## src/rtl/core/fdom_pkg.sv

```systemverilog
// ----------------------------------------------------------------------------
// fdom_pkg
// Shared widths, codes and controller/datapath interface types for the
// drop-oldest FIFO with running mean.
// ----------------------------------------------------------------------------
package fdom_pkg;

	// Field widths
	localparam int TAG_W    = 16;
	localparam int HEIGHT_W = 12;
	localparam int MEAN_W   = 12;
	localparam int STATUS_W = 2;
	localparam int FILL_W   = 3;

	// Operation codes
	localparam logic OP_INSERT = 1'b0;
	localparam logic OP_REMOVE = 1'b1;

	// Status codes
	localparam logic [STATUS_W-1:0] ST_INSERT      = 2'd0;
	localparam logic [STATUS_W-1:0] ST_INSERT_DROP = 2'd1;
	localparam logic [STATUS_W-1:0] ST_REMOVE      = 2'd2;
	localparam logic [STATUS_W-1:0] ST_EMPTY       = 2'd3;

	// Divider: quotient bits, bits resolved per cycle, cycles per divide
	localparam int DIV_BITS     = MEAN_W;
	localparam int DIV_PER_CYC  = 3;
	localparam int DIV_CYCLES   = DIV_BITS / DIV_PER_CYC;
	localparam int DIV_CNT_W    = $clog2(DIV_CYCLES);

	// Commands from controller to datapath
	typedef struct packed {
		logic accept;    // transfer in: update store, latch result, seed divider
		logic div_step;  // advance the divider by DIV_PER_CYC bits
		logic load_out;  // move the finished result into the output register
	} fdom_cmd_t;

	// Status from datapath to controller
	typedef struct packed {
		logic op_insert; // incoming item is an insert
		logic out_free;  // output register can take a result this cycle
	} fdom_stat_t;

endpackage

```

## src/rtl/core/fdom_ctrl.sv

```systemverilog
// ----------------------------------------------------------------------------
// fdom_ctrl
// Sequencer: accept one item, run the mean divider for inserts, then hand
// the result to the output register.
// ----------------------------------------------------------------------------
module fdom_ctrl
	import fdom_pkg::*;
(
	input  logic       clk,
	input  logic       arst_n,
	input  logic       in_valid,
	output logic       in_ready,
	input  fdom_stat_t stat,
	output fdom_cmd_t  cmd
);

	localparam logic [1:0] S_IDLE   = 2'd0;
	localparam logic [1:0] S_DIVIDE = 2'd1;
	localparam logic [1:0] S_LOAD   = 2'd2;

	logic [1:0]           state_q, state_d;
	logic [DIV_CNT_W-1:0] cnt_q, cnt_d;

	// Next state and commands
	always_comb begin
		state_d  = state_q;
		cnt_d    = cnt_q;
		in_ready = 1'b0;
		cmd      = '0;
		unique case (state_q)
			S_IDLE: begin
				in_ready = 1'b1;
				if (in_valid) begin
					cmd.accept = 1'b1;
					cnt_d      = '0;
					state_d    = stat.op_insert ? S_DIVIDE : S_LOAD;
				end
			end
			S_DIVIDE: begin
				cmd.div_step = 1'b1;
				cnt_d        = cnt_q + 1'b1;
				if (cnt_q == DIV_CNT_W'(DIV_CYCLES - 1)) begin
					state_d = S_LOAD;
				end
			end
			S_LOAD: begin
				cmd.load_out = stat.out_free;
				if (stat.out_free) begin
					state_d = S_IDLE;
				end
			end
			default: begin
				state_d = S_IDLE;
			end
		endcase
	end

	// Hold state
	always_ff @(posedge clk or negedge arst_n) begin
		if (!arst_n) begin
			state_q <= S_IDLE;
			cnt_q   <= '0;
		end else begin
			state_q <= state_d;
			cnt_q   <= cnt_d;
		end
	end

endmodule

```

## src/rtl/core/fdom_dp.sv

```systemverilog
// ----------------------------------------------------------------------------
// fdom_dp
// Datapath: circular entry store, head/count/sum registers, result latch,
// iterative mean divider and output register.
// ----------------------------------------------------------------------------
module fdom_dp
	import fdom_pkg::*;
#(
	parameter int CAPACITY = 5
) (
	input  logic                clk,
	input  logic                arst_n,
	input  fdom_cmd_t           cmd,
	output fdom_stat_t          stat,
	input  logic                op,
	input  logic [TAG_W-1:0]    entry_tag,
	input  logic [HEIGHT_W-1:0] height,
	output logic                out_valid,
	input  logic                out_ready,
	output logic [STATUS_W-1:0] status,
	output logic [MEAN_W-1:0]   mean_height,
	output logic [TAG_W-1:0]    out_tag,
	output logic [HEIGHT_W-1:0] out_height,
	output logic [FILL_W-1:0]   fill_count
);

	localparam int IDX_W = (CAPACITY > 1) ? $clog2(CAPACITY) : 1;
	localparam int CNT_W = $clog2(CAPACITY + 1);
	localparam int ADD_W = IDX_W + 1;
	localparam int SUM_W = HEIGHT_W + CNT_W;
	localparam int NUM_W = SUM_W + 2;
	localparam int REM_W = NUM_W - DIV_BITS;
	localparam int DEN_W = CNT_W + 1;

	// Entry store
	logic [TAG_W-1:0]    tag_mem_q    [CAPACITY];
	logic [HEIGHT_W-1:0] height_mem_q [CAPACITY];

	// Queue bookkeeping
	logic [IDX_W-1:0] head_q;
	logic [CNT_W-1:0] count_q;
	logic [SUM_W-1:0] sum_q;

	// Latched result of the accepted item
	logic [STATUS_W-1:0] res_status_q;
	logic [TAG_W-1:0]    res_tag_q;
	logic [HEIGHT_W-1:0] res_height_q;
	logic [FILL_W-1:0]   res_fill_q;

	// Divider
	logic [REM_W-1:0]    rem_q;
	logic [DIV_BITS-1:0] quo_q;
	logic [DEN_W-1:0]    den_q;

	// Output register
	logic                out_valid_q;
	logic [STATUS_W-1:0] out_status_q;
	logic [MEAN_W-1:0]   out_mean_q;
	logic [TAG_W-1:0]    out_tag_q;
	logic [HEIGHT_W-1:0] out_height_q;
	logic [FILL_W-1:0]   out_fill_q;

	// Combinational update terms
	logic                is_insert;
	logic                full;
	logic                empty;
	logic [IDX_W-1:0]    head_inc;
	logic [ADD_W-1:0]    tail_sum;
	logic [IDX_W-1:0]    tail;
	logic [HEIGHT_W-1:0] head_height;
	logic [TAG_W-1:0]    head_tag;
	logic [IDX_W-1:0]    head_d;
	logic [CNT_W-1:0]    count_d;
	logic [SUM_W-1:0]    sum_d;
	logic [STATUS_W-1:0] status_d;
	logic [NUM_W-1:0]    num;
	logic [REM_W-1:0]    rem_step;
	logic [DIV_BITS-1:0] quo_step;

	assign is_insert   = (op == OP_INSERT);
	assign full        = (count_q == CNT_W'(CAPACITY));
	assign empty       = (count_q == '0);
	assign head_tag    = tag_mem_q[head_q];
	assign head_height = height_mem_q[head_q];
	assign head_inc    = (head_q == IDX_W'(CAPACITY - 1)) ? '0 : head_q + 1'b1;
	assign tail_sum    = {1'b0, head_q} + ADD_W'(count_q);

	// Wrap the tail slot; when full the dropped head slot is reused
	always_comb begin
		if (full) begin
			tail = head_q;
		end else if (tail_sum >= ADD_W'(CAPACITY)) begin
			tail = IDX_W'(tail_sum - ADD_W'(CAPACITY));
		end else begin
			tail = IDX_W'(tail_sum);
		end
	end

	// Next bookkeeping state for the incoming item
	always_comb begin
		head_d   = head_q;
		count_d  = count_q;
		sum_d    = sum_q;
		status_d = ST_EMPTY;
		if (is_insert) begin
			if (full) begin
				head_d   = head_inc;
				sum_d    = sum_q - SUM_W'(head_height) + SUM_W'(height);
				status_d = ST_INSERT_DROP;
			end else begin
				count_d  = count_q + 1'b1;
				sum_d    = sum_q + SUM_W'(height);
				status_d = ST_INSERT;
			end
		end else if (!empty) begin
			head_d   = head_inc;
			count_d  = count_q - 1'b1;
			sum_d    = sum_q - SUM_W'(head_height);
			status_d = ST_REMOVE;
		end
	end

	// Rounded mean numerator: 2*sum + n, divided later by 2*n
	assign num = (NUM_W'(sum_d) << 1) + NUM_W'(count_d);

	// Restoring division, DIV_PER_CYC quotient bits per cycle
	always_comb begin
		logic [REM_W:0] trial;
		rem_step = rem_q;
		quo_step = quo_q;
		for (int i = 0; i < DIV_PER_CYC; i++) begin
			trial = {rem_step, quo_step[DIV_BITS-1]};
			if (trial >= (REM_W + 1)'(den_q)) begin
				rem_step = REM_W'(trial - (REM_W + 1)'(den_q));
				quo_step = {quo_step[DIV_BITS-2:0], 1'b1};
			end else begin
				rem_step = REM_W'(trial);
				quo_step = {quo_step[DIV_BITS-2:0], 1'b0};
			end
		end
	end

	// Write the new entry at the tail
	always_ff @(posedge clk) begin
		if (cmd.accept && is_insert) begin
			tag_mem_q[tail]    <= entry_tag;
			height_mem_q[tail] <= height;
		end
	end

	// Advance queue bookkeeping
	always_ff @(posedge clk or negedge arst_n) begin
		if (!arst_n) begin
			head_q  <= '0;
			count_q <= '0;
			sum_q   <= '0;
		end else if (cmd.accept) begin
			head_q  <= head_d;
			count_q <= count_d;
			sum_q   <= sum_d;
		end
	end

	// Latch the result and seed or step the divider
	always_ff @(posedge clk) begin
		if (cmd.accept) begin
			res_status_q <= status_d;
			res_fill_q   <= FILL_W'(count_d);
			if (!is_insert && !empty) begin
				res_tag_q    <= head_tag;
				res_height_q <= head_height;
			end else begin
				res_tag_q    <= '0;
				res_height_q <= '0;
			end
			den_q <= {count_d, 1'b0};
			if (is_insert) begin
				rem_q <= num[NUM_W-1:DIV_BITS];
				quo_q <= num[DIV_BITS-1:0];
			end else begin
				rem_q <= '0;
				quo_q <= '0;
			end
		end else if (cmd.div_step) begin
			rem_q <= rem_step;
			quo_q <= quo_step;
		end
	end

	// Output register valid: set on load, drop on transfer out
	always_ff @(posedge clk or negedge arst_n) begin
		if (!arst_n) begin
			out_valid_q <= 1'b0;
		end else if (cmd.load_out) begin
			out_valid_q <= 1'b1;
		end else if (out_ready) begin
			out_valid_q <= 1'b0;
		end
	end

	// Output register payload
	always_ff @(posedge clk) begin
		if (cmd.load_out) begin
			out_status_q <= res_status_q;
			out_mean_q   <= quo_q;
			out_tag_q    <= res_tag_q;
			out_height_q <= res_height_q;
			out_fill_q   <= res_fill_q;
		end
	end

	assign stat.op_insert = is_insert;
	assign stat.out_free  = !out_valid_q || out_ready;

	assign out_valid   = out_valid_q;
	assign status      = out_status_q;
	assign mean_height = out_mean_q;
	assign out_tag     = out_tag_q;
	assign out_height  = out_height_q;
	assign fill_count  = out_fill_q;

endmodule

```

## src/rtl/core/fifo_drop_oldest_with_mean_top.sv

```systemverilog
// ----------------------------------------------------------------------------
// fifo_drop_oldest_with_mean_top
// Bounded FIFO of tag/height entries that drops its oldest entry on a full
// insert and reports the rounded mean height after every insert.
// ----------------------------------------------------------------------------
// One item is in flight at a time. A remove (or a remove on empty) skips the
// divider: the input transfer is followed by the load into the output
// register. An insert runs it: the transfer cycle updates the store and
// running sum, then a restoring divider resolves three bits of the 12-bit
// mean per cycle, then the result is loaded. The output register frees the
// input side: a new item may be accepted while the previous result waits,
// and only the final load waits for out_ready. The mean is
// floor((2*sum + n) / (2*n)), i.e. sum/n rounded half up.
// ----------------------------------------------------------------------------
module fifo_drop_oldest_with_mean_top
	import fdom_pkg::*;
#(
	parameter int CAPACITY = 5
) (
	input  logic                clk,
	input  logic                arst_n,
	input  logic                in_valid,
	output logic                in_ready,
	input  logic                op,
	input  logic [TAG_W-1:0]    entry_tag,
	input  logic [HEIGHT_W-1:0] height,
	output logic                out_valid,
	input  logic                out_ready,
	output logic [STATUS_W-1:0] status,
	output logic [MEAN_W-1:0]   mean_height,
	output logic [TAG_W-1:0]    out_tag,
	output logic [HEIGHT_W-1:0] out_height,
	output logic [FILL_W-1:0]   fill_count
);

	fdom_cmd_t  cmd;
	fdom_stat_t stat;

	// Sequencer
	fdom_ctrl u_ctrl (
		.clk      (clk),
		.arst_n   (arst_n),
		.in_valid (in_valid),
		.in_ready (in_ready),
		.stat     (stat),
		.cmd      (cmd)
	);

	// Store, divider and output register
	fdom_dp #(
		.CAPACITY (CAPACITY)
	) u_dp (
		.clk         (clk),
		.arst_n      (arst_n),
		.cmd         (cmd),
		.stat        (stat),
		.op          (op),
		.entry_tag   (entry_tag),
		.height      (height),
		.out_valid   (out_valid),
		.out_ready   (out_ready),
		.status      (status),
		.mean_height (mean_height),
		.out_tag     (out_tag),
		.out_height  (out_height),
		.fill_count  (fill_count)
	);

endmodule

```

## config.mk

```make
export PLATFORM = sky130hd
export DESIGN_NAME = fifo_drop_oldest_with_mean_top
export DESIGN_NICKNAME = d
export VERILOG_FILES = /design/src/rtl/core/fdom_pkg.sv /design/src/rtl/core/fdom_ctrl.sv /design/src/rtl/core/fdom_dp.sv /design/src/rtl/core/fifo_drop_oldest_with_mean_top.sv
export SDC_FILE = /design/constraint.sdc
export NUM_CORES = 1
export LEC_CHECK = 0
export ABC_AREA = 1
export BUFFER_PORTS_ARGS = -buffer_cell sky130_fd_sc_hd__buf_2
export CAP_MARGIN = 20
export CELL_PAD_IN_SITES_DETAIL_PLACEMENT = 0
export CELL_PAD_IN_SITES_GLOBAL_PLACEMENT = 1
export CORE_AREA = 3 3 162 164
export CTS_CLUSTER_DIAMETER = 150
export DETAILED_ROUTE_END_ITERATION = 16
export DIE_AREA = 0 0 165 167
export PLACE_DENSITY_LB_ADDON = 0.1
export SLEW_MARGIN = 5
export SYNTH_ARGS = -nofsm -noshare
export SYNTH_HDL_FRONTEND = slang
export SYNTH_HIERARCHICAL = 1
export SYNTH_SLANG_ARGS = --single-unit
```

## constraint.sdc

```tcl
create_clock -name clk -period 13.74 [get_ports clk]
set_input_delay 2.061 -clock clk [delete_from_list [all_inputs] [get_ports clk]]
set_output_delay 2.061 -clock clk [all_outputs]
set_load 0.01 [all_outputs]
```

==> impl_metrics.toml <==
[yosys]
syn_area_mm2 = 0.01291
ys_seq_area_frac = 0.5969
syn_inst = 1298
avgSynthCellArea_um2 = 9.948
synth_cell_types = 40
syn-num-nets = 1388
synth_warnings = 6
ys_ff_latch = 261

[setup_path]
worst_ep_required_time_ns = 14.03
worstSetupEndpointType = "flop"
crit_type = "flop to flop"
arrival_ns = 5.95
setup.worst_path.start_class = "flop"
path_max_fanout = 32

[final_layout]
antennaDiodeCount = 0
final_cell_mix = "261 x nand2_1, 235 x edfxtp_1, 157 x nor2_1"
drive_gt1_frac = 0.1271
final_common_cell = "nand2_1"
final_net_count = 1470
area_growth_syn_to_layout_pct = 13.10

[global_routing]
grt_pass1_vias = 8732
grt_max_degree = 60
antenna_found_initial = 0
grt_overflow = 0
grt_usage = 0.2257
grt_pass1_wl_um = 48480

[detailed_routing]
wl_per_cell_um = 17.79
drc = 0
vias = 9257
vias_per_cell = 5.351
ant_nets = 0
drtPass1Iterations = 6
routed_wl_um = 30780
drt_iter0_drc = 718

[worst_hold_path]
hold_path_class = "flop to flop"

[cts]
clk_latency_ns = 0.53
cts_buffers = 27
clock_sinks = 261
cts_tree = "yes"
clkTransAtPathRegs_ns = 0.06
cts_root_buffer = "clkbuf_16"
cts_hold_buf = 0
clockBufferDepth = 3
post_cts.repair.setup_buffers = 0
cts_resized = 0
cts_htree_levels = 1

[place]
numPortBuffers = 79
dpl.hpwl_um = 21210
gp_congestion = 0.8761

[timing]
fmax_mhz = 176.6
hold_viol = 0
worst_pin_slew_ns = 0.9295
tns_ns = 0
finalCritPeriodShare = 0.4121
fin_crit_ns = 5.662
drv_slew = 0
grt_setup_unrepaired = "false"
finClkSkew_ns = 0.02474
setup_viol = 0
relSlewSlack = 0.3797

[die]
rows = 58
die_y_um = 167
core_mm2 = 0.02504
ios = 80
die_x_um = 165
dieArea_mm2 = 0.02756
start_util = 0.5157

[run]
drv_cap = 0

[status]
status = "complete, no violations"
==> cells in the mapped netlist, drive strengths merged <==
library cell / number / share of area
or2: 13 / 0.0065
clkinv: 2 / 0.00058
edfxtp: 235 / 0.55
nor3: 8 / 0.0035
o21bai: 1 / 0.00058
nand3: 91 / 0.037
o211ai: 1 / 0.00058
clkbuf: 36 / 0.010
a31oi: 9 / 0.0044
o21a: 2 / 0.0012
fa: 7 / 0.011
xnor2: 3 / 0.0020
a21oi: 23 / 0.0089
dfrtp: 26 / 0.050
o22ai: 32 / 0.016
xor2: 4 / 0.0027
mux2i: 11 / 0.0085
o221ai: 2 / 0.0014
nand4: 13 / 0.0063
a32o: 3 / 0.0023
ha: 50 / 0.048
o21ai: 127 / 0.050
nor2: 170 / 0.053
nand3b: 3 / 0.0017
a22o: 2 / 0.0014
inv: 153 / 0.044
nand2: 264 / 0.077
buf: 4 / 0.0016
a21o: 3 / 0.0017
==> worst paths after layout <==
path                                                   from                             to  slack (ns)  depth (start not counted)
max                              u_dp/head_q[0]$_DFFE_PN0P_        u_dp/rem_q[2]$_DFFE_PP_        8.08                         26
max reg2reg                      u_dp/head_q[0]$_DFFE_PN0P_        u_dp/rem_q[2]$_DFFE_PP_        8.08                         26
min in group asynchronous                            arst_n  u_ctrl/state_q[1]$_DFFE_PN0P_        1.56                          1
min reg2reg                u_dp/res_tag_q[15]$_SDFFCE_PN0P_     u_dp/out_tag[15]$_DFFE_PP_        0.41                          0
max in group asynchronous                            arst_n     u_dp/head_q[2]$_DFFE_PN0P_       11.73                          1
min                        u_dp/res_tag_q[15]$_SDFFCE_PN0P_     u_dp/out_tag[15]$_DFFE_PP_        0.41                          0
==> critical path: stages, from the launching register on <==
cell and delay [ns]:
dfrtp_1 0.37, inv_1 0.61, buf_4 0.44, o21ai_0 0.13
o22ai_1 0.15, mux2i_1 0.15, fa_1 0.59, inv_1 0.05
o21ai_0 0.39, inv_1 0.13, fa_1 0.58, nand2_1 0.07
o221ai_1 0.16, inv_1 0.09, ha_1 0.29, a21oi_1 0.06
or2_4 0.26, nor2_4 0.11, nand2_2 0.07, nor2_4 0.09
nand2_2 0.08, nor2_4 0.12, nand3_2 0.10, nor2_1 0.11
nand2_1 0.06, nand3_1 0.08, nand2_1 0.05
==> metrics by stage <==
| step | utilization | instance area [um^2] | worst slack (ns) | std cells | hold slack, ns |
|---|---|---|---|---|---|
| finish | 0.5833 | 14600 | 8.078 | 1730 | 0.4066 |
| CTS | 0.5833 | 14600 | 8.113 | 1730 | 0.4028 |
| global route | 0.5833 | 14600 | 7.533 | 1730 | 0.4208 |
| global placement | 0.5467 | 13690 | 7.572 | 1680 | 0.4008 |
| floorplan | - | 12910 | 5.697 | 1298 | 0.4003 |
| detailed placement | 0.5478 | 13710 | 7.862 | 1681 | 0.4052 |
==> registers in the layout, indices dropped and copies added (netlist names), 5 cells and up <==
name	count
u_dp/tag_mem_q	80
u_dp/res_height_q	12
u_dp/mean_height	12
u_dp/height_mem_q	60
u_dp/out_tag	16
u_dp/quo_q	12
u_dp/out_height	12
u_dp/res_tag_q	16
u_dp/sum_q	15
u_dp/rem_q	5
==> kinds of logic after synthesis <==
family / after synthesis / share of synthesized area
mux: 11 / 0.008527
compound gates: 205 / 0.08769
flops: 261 / 0.5969
fa+ha+maj: 57 / 0.05930
xor+xnor: 7 / 0.004748
buf+inv: 195 / 0.05717
simple gates: 562 / 0.1857
==> metal layers <==
metal,GRT usage,wire length (um),vias up
li1,-,-,4579
met1,0.3362,14460,4394
met2,0.3591,14110,251
met3,0.03010,1628,33
met4,0.04303,585,0
met5,0,0,-
==> area by class of cell <==
class / instances / area, um^2
well taps: 330 / 412.9
repair buffers: 93 / 520.5
flip-flops and latches: 261 / 7707
multi-input cells: 842 / 4492
fillers: 2210 / 10430
inverters: 155 / 581.8
clock inverters: 17 / 195.2
clock buffers: 32 / 694.4
Power is not shown: default switching activity piles up to over one toggle a cycle in this logic, so the estimate is an artifact.
